--- config.mk ---
export PLATFORM = sky130hd
export DESIGN_NAME = stereo_frame_level_meter
export DESIGN_NICKNAME = d
export VERILOG_FILES = /design/src/design/sflm_pkg.sv /design/src/design/stereo_frame_level_meter.sv /design/src/design/sflm_root.sv
export SDC_FILE = /design/constraint.sdc
export NUM_CORES = 2
export LEC_CHECK = 0
export ABC_AREA = 1
export BUFFER_PORTS_ARGS = -buffer_cell sky130_fd_sc_hd__clkbuf_2
export CELL_PAD_IN_SITES_DETAIL_PLACEMENT = 1
export CELL_PAD_IN_SITES_GLOBAL_PLACEMENT = 1
export CORE_MARGIN = 5
export CORE_UTILIZATION = 52
export DETAILED_ROUTE_END_ITERATION = 10
export PLACE_DENSITY_LB_ADDON = 0.1
export REMOVE_ABC_BUFFERS = 1
export SYNTH_ARGS = -nofsm -noshare
export SYNTH_HDL_FRONTEND = slang
export SYNTH_SLANG_ARGS = --single-unit
--- constraint.sdc ---
create_clock -name clk_i -period 14.8 [get_ports clk_i]
set_clock_uncertainty 0.15 [all_clocks]
set_input_delay 2.96 -clock clk_i [delete_from_list [all_inputs] [get_ports clk_i]]
set_output_delay 2.96 -clock clk_i [all_outputs]
set_load 0.005 [all_outputs]
--- src/design/sflm_pkg.sv ---
// sflm_pkg: shared constants for the stereo frame level meter
// used by sflm_root and stereo_frame_level_meter; no dependencies
package sflm_pkg;

  localparam int WORD_W        = 32;   // i2s word width
  localparam int SAMPLE_SHIFT  = 8;    // word to 24-bit sample
  localparam int SAMPLE_W      = WORD_W - SAMPLE_SHIFT;
  localparam int SQ_W          = 2 * SAMPLE_W;  // square of sample magnitude
  localparam int ROOT_W        = 24;   // rms result width
  localparam int CNT_OUT_W     = 9;    // width of the count fields
  localparam int FRAME_MAX_DEF = 256;

  localparam logic signed [WORD_W-1:0] MIN_RESET = {1'b0, {(WORD_W-1){1'b1}}};
  localparam logic signed [WORD_W-1:0] MAX_RESET = {1'b1, {(WORD_W-1){1'b0}}};

endpackage

--- src/design/stereo_frame_level_meter.sv ---
// stereo_frame_level_meter: per-frame level statistics; depends on sflm_pkg and sflm_root
// result: valid after a frame-closing transfer, once both channel roots are done and
//   the output register is free; SUM_W = 48 + clog2(FRAME_MAX); other pairs give no result
// input: stalled while a pair is squared and summed on the shared squarer, so a new pair
//   waits for the last; a frame-closing pair also holds it through both roots and any output stall
// reset: rst_ni async active low, statistics return to their empty-frame values
module stereo_frame_level_meter
  import sflm_pkg::*;
#(
  parameter int FRAME_MAX = FRAME_MAX_DEF
) (
  input  logic                     clk_i,
  input  logic                     rst_ni,
  // input channel
  input  logic                     in_valid_i,
  output logic                     in_stall_o,
  input  logic signed [WORD_W-1:0] left_word_i,
  input  logic signed [WORD_W-1:0] right_word_i,
  input  logic                     frame_last_i,
  // result channel
  output logic                     out_valid_o,
  input  logic                     out_stall_i,
  output logic signed [WORD_W-1:0] lch_min_o,
  output logic signed [WORD_W-1:0] lch_max_o,
  output logic signed [WORD_W-1:0] rch_min_o,
  output logic signed [WORD_W-1:0] rch_max_o,
  output logic [CNT_OUT_W-1:0]     lch_nonzero_o,
  output logic [CNT_OUT_W-1:0]     rch_nonzero_o,
  output logic [CNT_OUT_W-1:0]     pair_total_o,
  output logic [ROOT_W-1:0]        lch_rms_o,
  output logic [ROOT_W-1:0]        rch_rms_o
);

  // counters hold FRAME_MAX exactly; the result fields take the low bits
  localparam int CW    = ($clog2(FRAME_MAX + 1) > CNT_OUT_W) ?
                         $clog2(FRAME_MAX + 1) : CNT_OUT_W;
  localparam int SUM_W = SQ_W + $clog2(FRAME_MAX);

  // sequencer states
  localparam logic [2:0] S_IDLE   = 3'd0;
  localparam logic [2:0] S_MUL_L  = 3'd1;  // square left sample
  localparam logic [2:0] S_MUL_R  = 3'd2;  // add left square, square right
  localparam logic [2:0] S_ACC_R  = 3'd3;  // add right square
  localparam logic [2:0] S_ROOT_L = 3'd4;  // left mean root running
  localparam logic [2:0] S_ROOT_R = 3'd5;  // right mean root running
  localparam logic [2:0] S_HOLD   = 3'd6;  // wait for a free output register

  logic [2:0] state_q, state_d;

  // running frame statistics
  logic signed [WORD_W-1:0] lmin_q, lmin_d, lmax_q, lmax_d;
  logic signed [WORD_W-1:0] rmin_q, rmin_d, rmax_q, rmax_d;
  logic [CW-1:0]            lnz_q, lnz_d, rnz_q, rnz_d, pairs_q, pairs_d;
  logic [SUM_W-1:0]         lsum_q, lsum_d, rsum_q, rsum_d;
  logic                     end_q, end_d;

  // samples of the current pair and the squarer output
  logic signed [SAMPLE_W-1:0] lsamp_q, lsamp_d, rsamp_q, rsamp_d;
  logic [SQ_W-1:0]            prod_q, prod_d;
  logic signed [SAMPLE_W-1:0] mul_in;
  logic [SAMPLE_W-1:0]        mag;

  logic [ROOT_W-1:0] lrms_q, lrms_d;

  // output register
  logic                     out_valid_q, out_valid_d;
  logic signed [WORD_W-1:0] o_lmin_q, o_lmax_q, o_rmin_q, o_rmax_q;
  logic [CNT_OUT_W-1:0]     o_lnz_q, o_rnz_q, o_pairs_q;
  logic [ROOT_W-1:0]        o_lrms_q, o_rrms_q;

  logic             in_xfer, out_load;
  logic [CW-1:0]    pairs_inc;

  // root unit hookup
  logic              ru_start, ru_busy, ru_done;
  logic [SUM_W-1:0]  ru_sum;
  logic [ROOT_W-1:0] ru_root;

  assign in_stall_o = (state_q != S_IDLE);
  assign in_xfer    = in_valid_i & ~in_stall_o;
  assign out_load   = (state_q == S_HOLD) & (~out_valid_q | ~out_stall_i);
  assign pairs_inc  = pairs_q + 1'b1;

  // one shared squarer, magnitude of the 24-bit sample
  always_comb begin
    mul_in = (state_q == S_MUL_L) ? lsamp_q : rsamp_q;
    mag    = mul_in[SAMPLE_W-1] ? SAMPLE_W'(-mul_in) : SAMPLE_W'(mul_in);
  end

  // root requests: left on frame end, right as soon as left is done
  assign ru_start = ((state_q == S_ACC_R) & end_q) | ((state_q == S_ROOT_L) & ru_done);
  assign ru_sum   = (state_q == S_ACC_R) ? lsum_q : rsum_q;

  always_comb begin
    state_d = state_q;
    lmin_d  = lmin_q;
    lmax_d  = lmax_q;
    rmin_d  = rmin_q;
    rmax_d  = rmax_q;
    lnz_d   = lnz_q;
    rnz_d   = rnz_q;
    pairs_d = pairs_q;
    lsum_d  = lsum_q;
    rsum_d  = rsum_q;
    end_d   = end_q;
    lsamp_d = lsamp_q;
    rsamp_d = rsamp_q;
    prod_d  = prod_q;
    lrms_d  = lrms_q;
    unique case (state_q)
      S_IDLE: begin
        if (in_xfer) begin
          // compare and count stats on the transfer itself
          if (left_word_i < lmin_q) lmin_d = left_word_i;
          if (left_word_i > lmax_q) lmax_d = left_word_i;
          if (right_word_i < rmin_q) rmin_d = right_word_i;
          if (right_word_i > rmax_q) rmax_d = right_word_i;
          if (left_word_i != '0) lnz_d = lnz_q + 1'b1;
          if (right_word_i != '0) rnz_d = rnz_q + 1'b1;
          pairs_d = pairs_inc;
          end_d   = frame_last_i | (pairs_inc == CW'(FRAME_MAX));
          lsamp_d = left_word_i[WORD_W-1:SAMPLE_SHIFT];
          rsamp_d = right_word_i[WORD_W-1:SAMPLE_SHIFT];
          state_d = S_MUL_L;
        end
      end
      S_MUL_L: begin
        prod_d  = mag * mag;
        state_d = S_MUL_R;
      end
      S_MUL_R: begin
        lsum_d  = lsum_q + SUM_W'(prod_q);
        prod_d  = mag * mag;
        state_d = S_ACC_R;
      end
      S_ACC_R: begin
        rsum_d  = rsum_q + SUM_W'(prod_q);
        state_d = end_q ? S_ROOT_L : S_IDLE;
      end
      S_ROOT_L: begin
        if (ru_done) begin
          lrms_d  = ru_root;
          state_d = S_ROOT_R;
        end
      end
      S_ROOT_R: begin
        if (ru_done) state_d = S_HOLD;
      end
      S_HOLD: begin
        if (out_load) begin
          // result captured, start an empty frame
          lmin_d  = MIN_RESET;
          lmax_d  = MAX_RESET;
          rmin_d  = MIN_RESET;
          rmax_d  = MAX_RESET;
          lnz_d   = '0;
          rnz_d   = '0;
          pairs_d = '0;
          lsum_d  = '0;
          rsum_d  = '0;
          end_d   = 1'b0;
          state_d = S_IDLE;
        end
      end
      default: state_d = S_IDLE;
    endcase
  end

  always_comb begin
    out_valid_d = out_valid_q;
    if (out_valid_q & ~out_stall_i) out_valid_d = 1'b0;
    if (out_load) out_valid_d = 1'b1;
  end

  always_ff @(posedge clk_i or negedge rst_ni) begin
    if (!rst_ni) begin
      state_q     <= S_IDLE;
      lmin_q      <= MIN_RESET;
      lmax_q      <= MAX_RESET;
      rmin_q      <= MIN_RESET;
      rmax_q      <= MAX_RESET;
      lnz_q       <= '0;
      rnz_q       <= '0;
      pairs_q     <= '0;
      lsum_q      <= '0;
      rsum_q      <= '0;
      end_q       <= 1'b0;
      out_valid_q <= 1'b0;
    end else begin
      state_q     <= state_d;
      lmin_q      <= lmin_d;
      lmax_q      <= lmax_d;
      rmin_q      <= rmin_d;
      rmax_q      <= rmax_d;
      lnz_q       <= lnz_d;
      rnz_q       <= rnz_d;
      pairs_q     <= pairs_d;
      lsum_q      <= lsum_d;
      rsum_q      <= rsum_d;
      end_q       <= end_d;
      out_valid_q <= out_valid_d;
    end
  end

  // data path registers, no reset needed
  always_ff @(posedge clk_i) begin
    lsamp_q <= lsamp_d;
    rsamp_q <= rsamp_d;
    prod_q  <= prod_d;
    lrms_q  <= lrms_d;
    if (out_load) begin
      o_lmin_q  <= lmin_q;
      o_lmax_q  <= lmax_q;
      o_rmin_q  <= rmin_q;
      o_rmax_q  <= rmax_q;
      o_lnz_q   <= lnz_q[CNT_OUT_W-1:0];
      o_rnz_q   <= rnz_q[CNT_OUT_W-1:0];
      o_pairs_q <= pairs_q[CNT_OUT_W-1:0];
      o_lrms_q  <= lrms_q;
      o_rrms_q  <= ru_root;
    end
  end

  // serial divide and root, shared by both channels
  sflm_root #(
    .SUM_W (SUM_W),
    .CNT_W (CW)
  ) u_root (
    .clk_i   (clk_i),
    .rst_ni  (rst_ni),
    .start_i (ru_start),
    .sum_i   (ru_sum),
    .count_i (pairs_q),
    .busy_o  (ru_busy),
    .done_o  (ru_done),
    .root_o  (ru_root)
  );

  assign out_valid_o   = out_valid_q;
  assign lch_min_o     = o_lmin_q;
  assign lch_max_o     = o_lmax_q;
  assign rch_min_o     = o_rmin_q;
  assign rch_max_o     = o_rmax_q;
  assign lch_nonzero_o = o_lnz_q;
  assign rch_nonzero_o = o_rnz_q;
  assign pair_total_o  = o_pairs_q;
  assign lch_rms_o     = o_lrms_q;
  assign rch_rms_o     = o_rrms_q;

  // root unit only runs while the sequencer waits for it
  a_root_owned: assert property (@(posedge clk_i) disable iff (!rst_ni)
    ru_busy |-> (state_q == S_ROOT_L || state_q == S_ROOT_R))
    else $error("root unit busy outside the root states");

  // a new result only comes out of the hold state
  a_result_src: assert property (@(posedge clk_i) disable iff (!rst_ni)
    $rose(out_valid_o) |-> $past(state_q) == S_HOLD)
    else $error("result raised without a completed frame");

  // the pair count never runs past the frame limit
  a_pair_bound: assert property (@(posedge clk_i) disable iff (!rst_ni)
    pairs_q <= CW'(FRAME_MAX))
    else $error("pair count beyond frame limit");

  // a frame that reached the limit is always closed
  a_limit_end: assert property (@(posedge clk_i) disable iff (!rst_ni)
    (state_q == S_MUL_L && pairs_q == CW'(FRAME_MAX)) |-> end_q)
    else $error("full frame not marked as ended");

endmodule

--- src/design/sflm_root.sv ---
// sflm_root: floor(sqrt(floor(sum / count))), one bit per cycle
// restoring divide then digit-by-digit root on one shared subtractor; uses sflm_pkg
module sflm_root
  import sflm_pkg::*;
#(
  parameter int SUM_W = 56,
  parameter int CNT_W = 9
) (
  input  logic              clk_i,
  input  logic              rst_ni,
  input  logic              start_i,
  input  logic [SUM_W-1:0]  sum_i,
  input  logic [CNT_W-1:0]  count_i,
  output logic              busy_o,
  output logic              done_o,
  output logic [ROOT_W-1:0] root_o
);

  localparam int RW     = (CNT_W + 1 > ROOT_W + 4) ? CNT_W + 1 : ROOT_W + 4;
  localparam int STEP_W = $clog2(SUM_W);

  localparam logic [1:0] PH_IDLE = 2'd0;
  localparam logic [1:0] PH_DIV  = 2'd1;
  localparam logic [1:0] PH_SQRT = 2'd2;

  logic [1:0]        phase_q, phase_d;
  logic              done_q, done_d;
  logic [STEP_W-1:0] step_q, step_d;
  logic [SUM_W-1:0]  num_q, num_d;
  logic [CNT_W-1:0]  den_q, den_d;
  logic [RW-1:0]     rem_q, rem_d;
  logic [SQ_W-1:0]   rad_q, rad_d;
  logic [ROOT_W-1:0] root_q, root_d;

  logic [RW-1:0]     rem_sh, sub_b, rem_nx;
  logic [RW:0]       diff;
  logic              take;
  logic [SUM_W-1:0]  quo;

  // shared subtract and compare
  always_comb begin
    if (phase_q == PH_DIV) begin
      rem_sh = {rem_q[RW-2:0], num_q[SUM_W-1]};
      sub_b  = RW'(den_q);
    end else begin
      rem_sh = {rem_q[RW-3:0], rad_q[SQ_W-1 -: 2]};
      sub_b  = RW'({root_q, 2'b01});
    end
    diff   = {1'b0, rem_sh} - {1'b0, sub_b};
    take   = ~diff[RW];
    rem_nx = take ? diff[RW-1:0] : rem_sh;
    quo    = {num_q[SUM_W-2:0], take};
  end

  always_comb begin
    phase_d = phase_q;
    done_d  = 1'b0;
    step_d  = step_q;
    num_d   = num_q;
    den_d   = den_q;
    rem_d   = rem_q;
    rad_d   = rad_q;
    root_d  = root_q;
    unique case (phase_q)
      PH_IDLE: begin
        if (start_i) begin
          num_d   = sum_i;
          den_d   = count_i;
          rem_d   = '0;
          step_d  = STEP_W'(SUM_W - 1);
          phase_d = PH_DIV;
        end
      end
      PH_DIV: begin
        num_d = quo;
        rem_d = rem_nx;
        step_d = step_q - 1'b1;
        if (step_q == '0) begin
          rad_d   = quo[SQ_W-1:0];
          rem_d   = '0;
          root_d  = '0;
          step_d  = STEP_W'(ROOT_W - 1);
          phase_d = PH_SQRT;
        end
      end
      PH_SQRT: begin
        rem_d  = rem_nx;
        root_d = {root_q[ROOT_W-2:0], take};
        rad_d  = rad_q << 2;
        step_d = step_q - 1'b1;
        if (step_q == '0) begin
          phase_d = PH_IDLE;
          done_d  = 1'b1;
        end
      end
      default: phase_d = PH_IDLE;
    endcase
  end

  always_ff @(posedge clk_i or negedge rst_ni) begin
    if (!rst_ni) begin
      phase_q <= PH_IDLE;
      done_q  <= 1'b0;
      step_q  <= '0;
    end else begin
      phase_q <= phase_d;
      done_q  <= done_d;
      step_q  <= step_d;
    end
  end

  always_ff @(posedge clk_i) begin
    num_q  <= num_d;
    den_q  <= den_d;
    rem_q  <= rem_d;
    rad_q  <= rad_d;
    root_q <= root_d;
  end

  assign busy_o = (phase_q != PH_IDLE);
  assign done_o = done_q;
  assign root_o = root_q;

endmodule
==> key figures <==
Outcome
  • Status: finished clean

Global routing
  • Gr usage total: 34.0%
  • Grt ovf: 0
  • First-pass GRT wire length: 320000 um
  • Initial antenna violation count: 20
  • Vias in the first global route: 55100
  • Largest net degree at the start of global routing: 84

Route
  • Wire length per cell: 23.3 um
  • DRT iter0 DRCs: 3820
  • Antenna viol nets, final: 0
  • Via count: 50700
  • First-pass iteration count of the detailed router: 8
  • Post-DR vias/cell: 5.68
  • DRC: 0
  • Final WL: 208000 um

Timing
  • Min cycle time layout: 10.10 ns
  • Max Freq: 0.0991 GHz
  • Hold Fails Final Rpt: 0
  • Fin. max-slew vios: 0
  • Setup slack after layout: 4.70 ns
  • Hold WS: 0.271 ns
  • Slew headroom: 8.24%
  • Setup Viol. Count Final: 0
  • Setup Total Neg Slack: 0 ns
  • Worst-margin pin slew: 1.38 ns
  • Crit share post-route: 68.2%
  • RSZ-0062 raised after global routing: false

Place
  • HPWL Detailed: 161000 um
  • Placed cells: 8752
  • Pre-CTS WS: 4.89 ns
  • Gp weighted congestion: 0.965
  • IO buf count: 273

Clock network
  • Root Buffer: clkbuf_16
  • Postcts setup bufs: 0
  • Clock sinks: 767
  • CTS Buf Count: 87
  • CTS Hold Bufs: 0
  • CTS tree: built
  • Resized Gates After CTS: 0
  • Clock slew at reported path FFs: 0.06 ns
  • Clock Latency Late Sink: 0.70 ns
  • Clock Path Buffers: 3
  • Htree depth: 3

Synth
  • Ys flop type: edfxtp_1
  • Async S/R FF share, synth: 36.6%
  • Count leader, synth: nand2_1
  • Sequential area share after synthesis: 36.6%
  • Synth Area per Inst: 8.39 sq um
  • Synth area leader: edfxtp_1
  • YS warnings: 0
  • Main area contributors after synthesis: edfxtp_1, fa_1, nand2_1
  • Post-synth cell types: 62
  • Top cells by count, synth: nand2_1, inv_1, nor2_1
  • Post-Syn Area: 0.0593 sq mm
  • Synth top area share: 24.6%
  • Cells after Synth: 7070
  • Post-synth EDFFs: 486
  • FF+latch count, synth: 767

Floorplan
  • DIE WIDTH: 348 um
  • Initial core utilization: 52.1%
  • # IOs: 274
  • Die span in y: 348 um
  • Die area: 0.121 sq mm
  • # rows: 124
  • Core area: 0.114 sq mm

Worst setup path
  • Worst r2r dst: prod_q[42]$_DFFE_PP_
  • Worst path max stage delay: 0.68 ns
  • Critical Path RT: 15.04 ns
  • CP max FO: 43
  • CP Capture Type: register
  • Kind of cell adding the most delay to the critical path: adder cells
  • Worst setup endpoint: prod_q[42]$_DFFE_PP_
  • Crit path buf inv count: 8
  • Worst R2R Setup Slack: 4.70 ns
  • Worst r2r src: state_q[1]$_DFFE_PN0P_
  • CP Launch Type: register
  • CP dominant cell by count: inv_1
  • Worst setup path startpoint: state_q[1]$_DFFE_PN0P_
  • Worst setup path category: register to register
  • R2R depth: 28
  • CP max stage cell: o21ai_2
  • WP data arrival: 10.33 ns
  • Count of cell instances traversed by the critical path: 28

Cells and area
  • Non-filler cells, final: 8932
  • P&R area growth vs syn: 10.3%
  • Share of layout cells above drive strength 1: 8.42%
  • Post-layout net count: 8249

Flow run
  • MaxCap Viol Count: 0

Power and ir drop
  • Peak VDD IR: 0.128 mV
  • Power Density: 78.1 mW/mm^2
  • Leak pwr: 30.9 nW

Hold path
  • Worst Hold Launch: lrms_q[21]$_DFFE_PP_
  • Worst hold path type: register to register
## layer usage
metal | GRT usage, % | routed length [um] | vias to the layer above
li1 | - | - | 23100
met1 | 43.8 | 85000 | 25500
met2 | 58.4 | 101000 | 1555
met3 | 3.98 | 11300 | 484
met4 | 14.7 | 10300 | 2
met5 | 0 | 18 | -
## worst min path at each step
| stage | endpoint | slack (ns) | cells past startpoint |
|---|---|---|---|
| global placement | lch_rms_o[18]$_DFFE_PP_ | 0.25 | 0 |
| detailed placement | lch_rms_o[22]$_DFFE_PP_ | 0.26 | 0 |
| floorplan | lch_rms_o[0]$_DFFE_PP_ | 0.25 | 0 |
| finish | lch_rms_o[21]$_DFFE_PP_ | 0.27 | 0 |
| CTS | lch_rms_o[21]$_DFFE_PP_ | 0.27 | 0 |
| global route | lch_rms_o[21]$_DFFE_PP_ | 0.28 | 0 |
## flip-flops by register name, indices dropped and copies added (netlist names), 27 cells and up
signal	flops
rmin_q	32
rmax_q	32
prod_q	47
lmax_q	32
u_root.num_q	56
u_root.rem_q	27
lmin_q	32
lch_min_o	32
lch_max_o	32
lsum_q	56
rsum_q	56
rch_min_o	32
u_root.rad_q	48
rch_max_o	32
## layout by cell type (no fill, tap or decap), drive strengths merged, types with 7 or more instances in the layout
cell and instances:
nor2 747, a21oi 405, ha 426, nor3 52, nand3b 8, edfxtp 486, xnor2 23, o21a 13
nand4 61, diode 17, bufinv 13, nand2 1681, conb 18, mux2i 8, clkbuf 378, o31ai 9
o211ai 14, a21o 34, nand3 331, buf 44, nor4 13, o21ai 396, dfrtp 217, clkinv 34
or2 13, a31oi 46, xor2 63, a32o 7, o21bai 29, clkinvlp 8, inv 1279, o22ai 26
dfstp 64, fa 425
## through the flow
| stage | utilization [%] | instance area [sq um] | total power, mW |
|---|---|---|---|
| after floorplan | - | 58600 | 2.63 |
| final | 57.5 | 65400 | 5.11 |
| after global placement | 54.7 | 62300 | 2.78 |
| after CTS | 57.4 | 65400 | 5.14 |
| after detailed placement | 54.7 | 62300 | 2.80 |
| after global routing | 57.5 | 65400 | 5.31 |
## logic make-up (layout without fill, tap and decap cells)
logic type	Yosys count	after routing	synth area share, %
xor gates and xnor gates	86	86	1.35
buffers and inverters	1439	1756	9.35
DFF	767	767	36.6
muxes	8	8	0.135
adders and majority gates	851	851	23.3
other	2	35	0.0127
AOI/OAI and AO/OA	1001	1001	9.27
and+or+nand+nor	2916	2916	20.0
## final cells by class
cell class / instances / area [sq um]
clock inverter: 57 / 759
multi-input combinational: 4880 / 32200
fill: 13700 / 48400
timing repair buffer: 316 / 1700
tap: 1512 / 1890
antenna: 17 / 42.5
sequential: 767 / 21700
inverter: 1277 / 4810
clock buffer: 106 / 2340
## where the power goes
part           switching [mW]  internal (mW)  leakage [nW]
clock                   0.975           1.37          1.49
sequential             0.0108           2.29          7.41
combinational           0.305          0.161          22.0
Note: power is estimated with default switching activity, not from simulation.
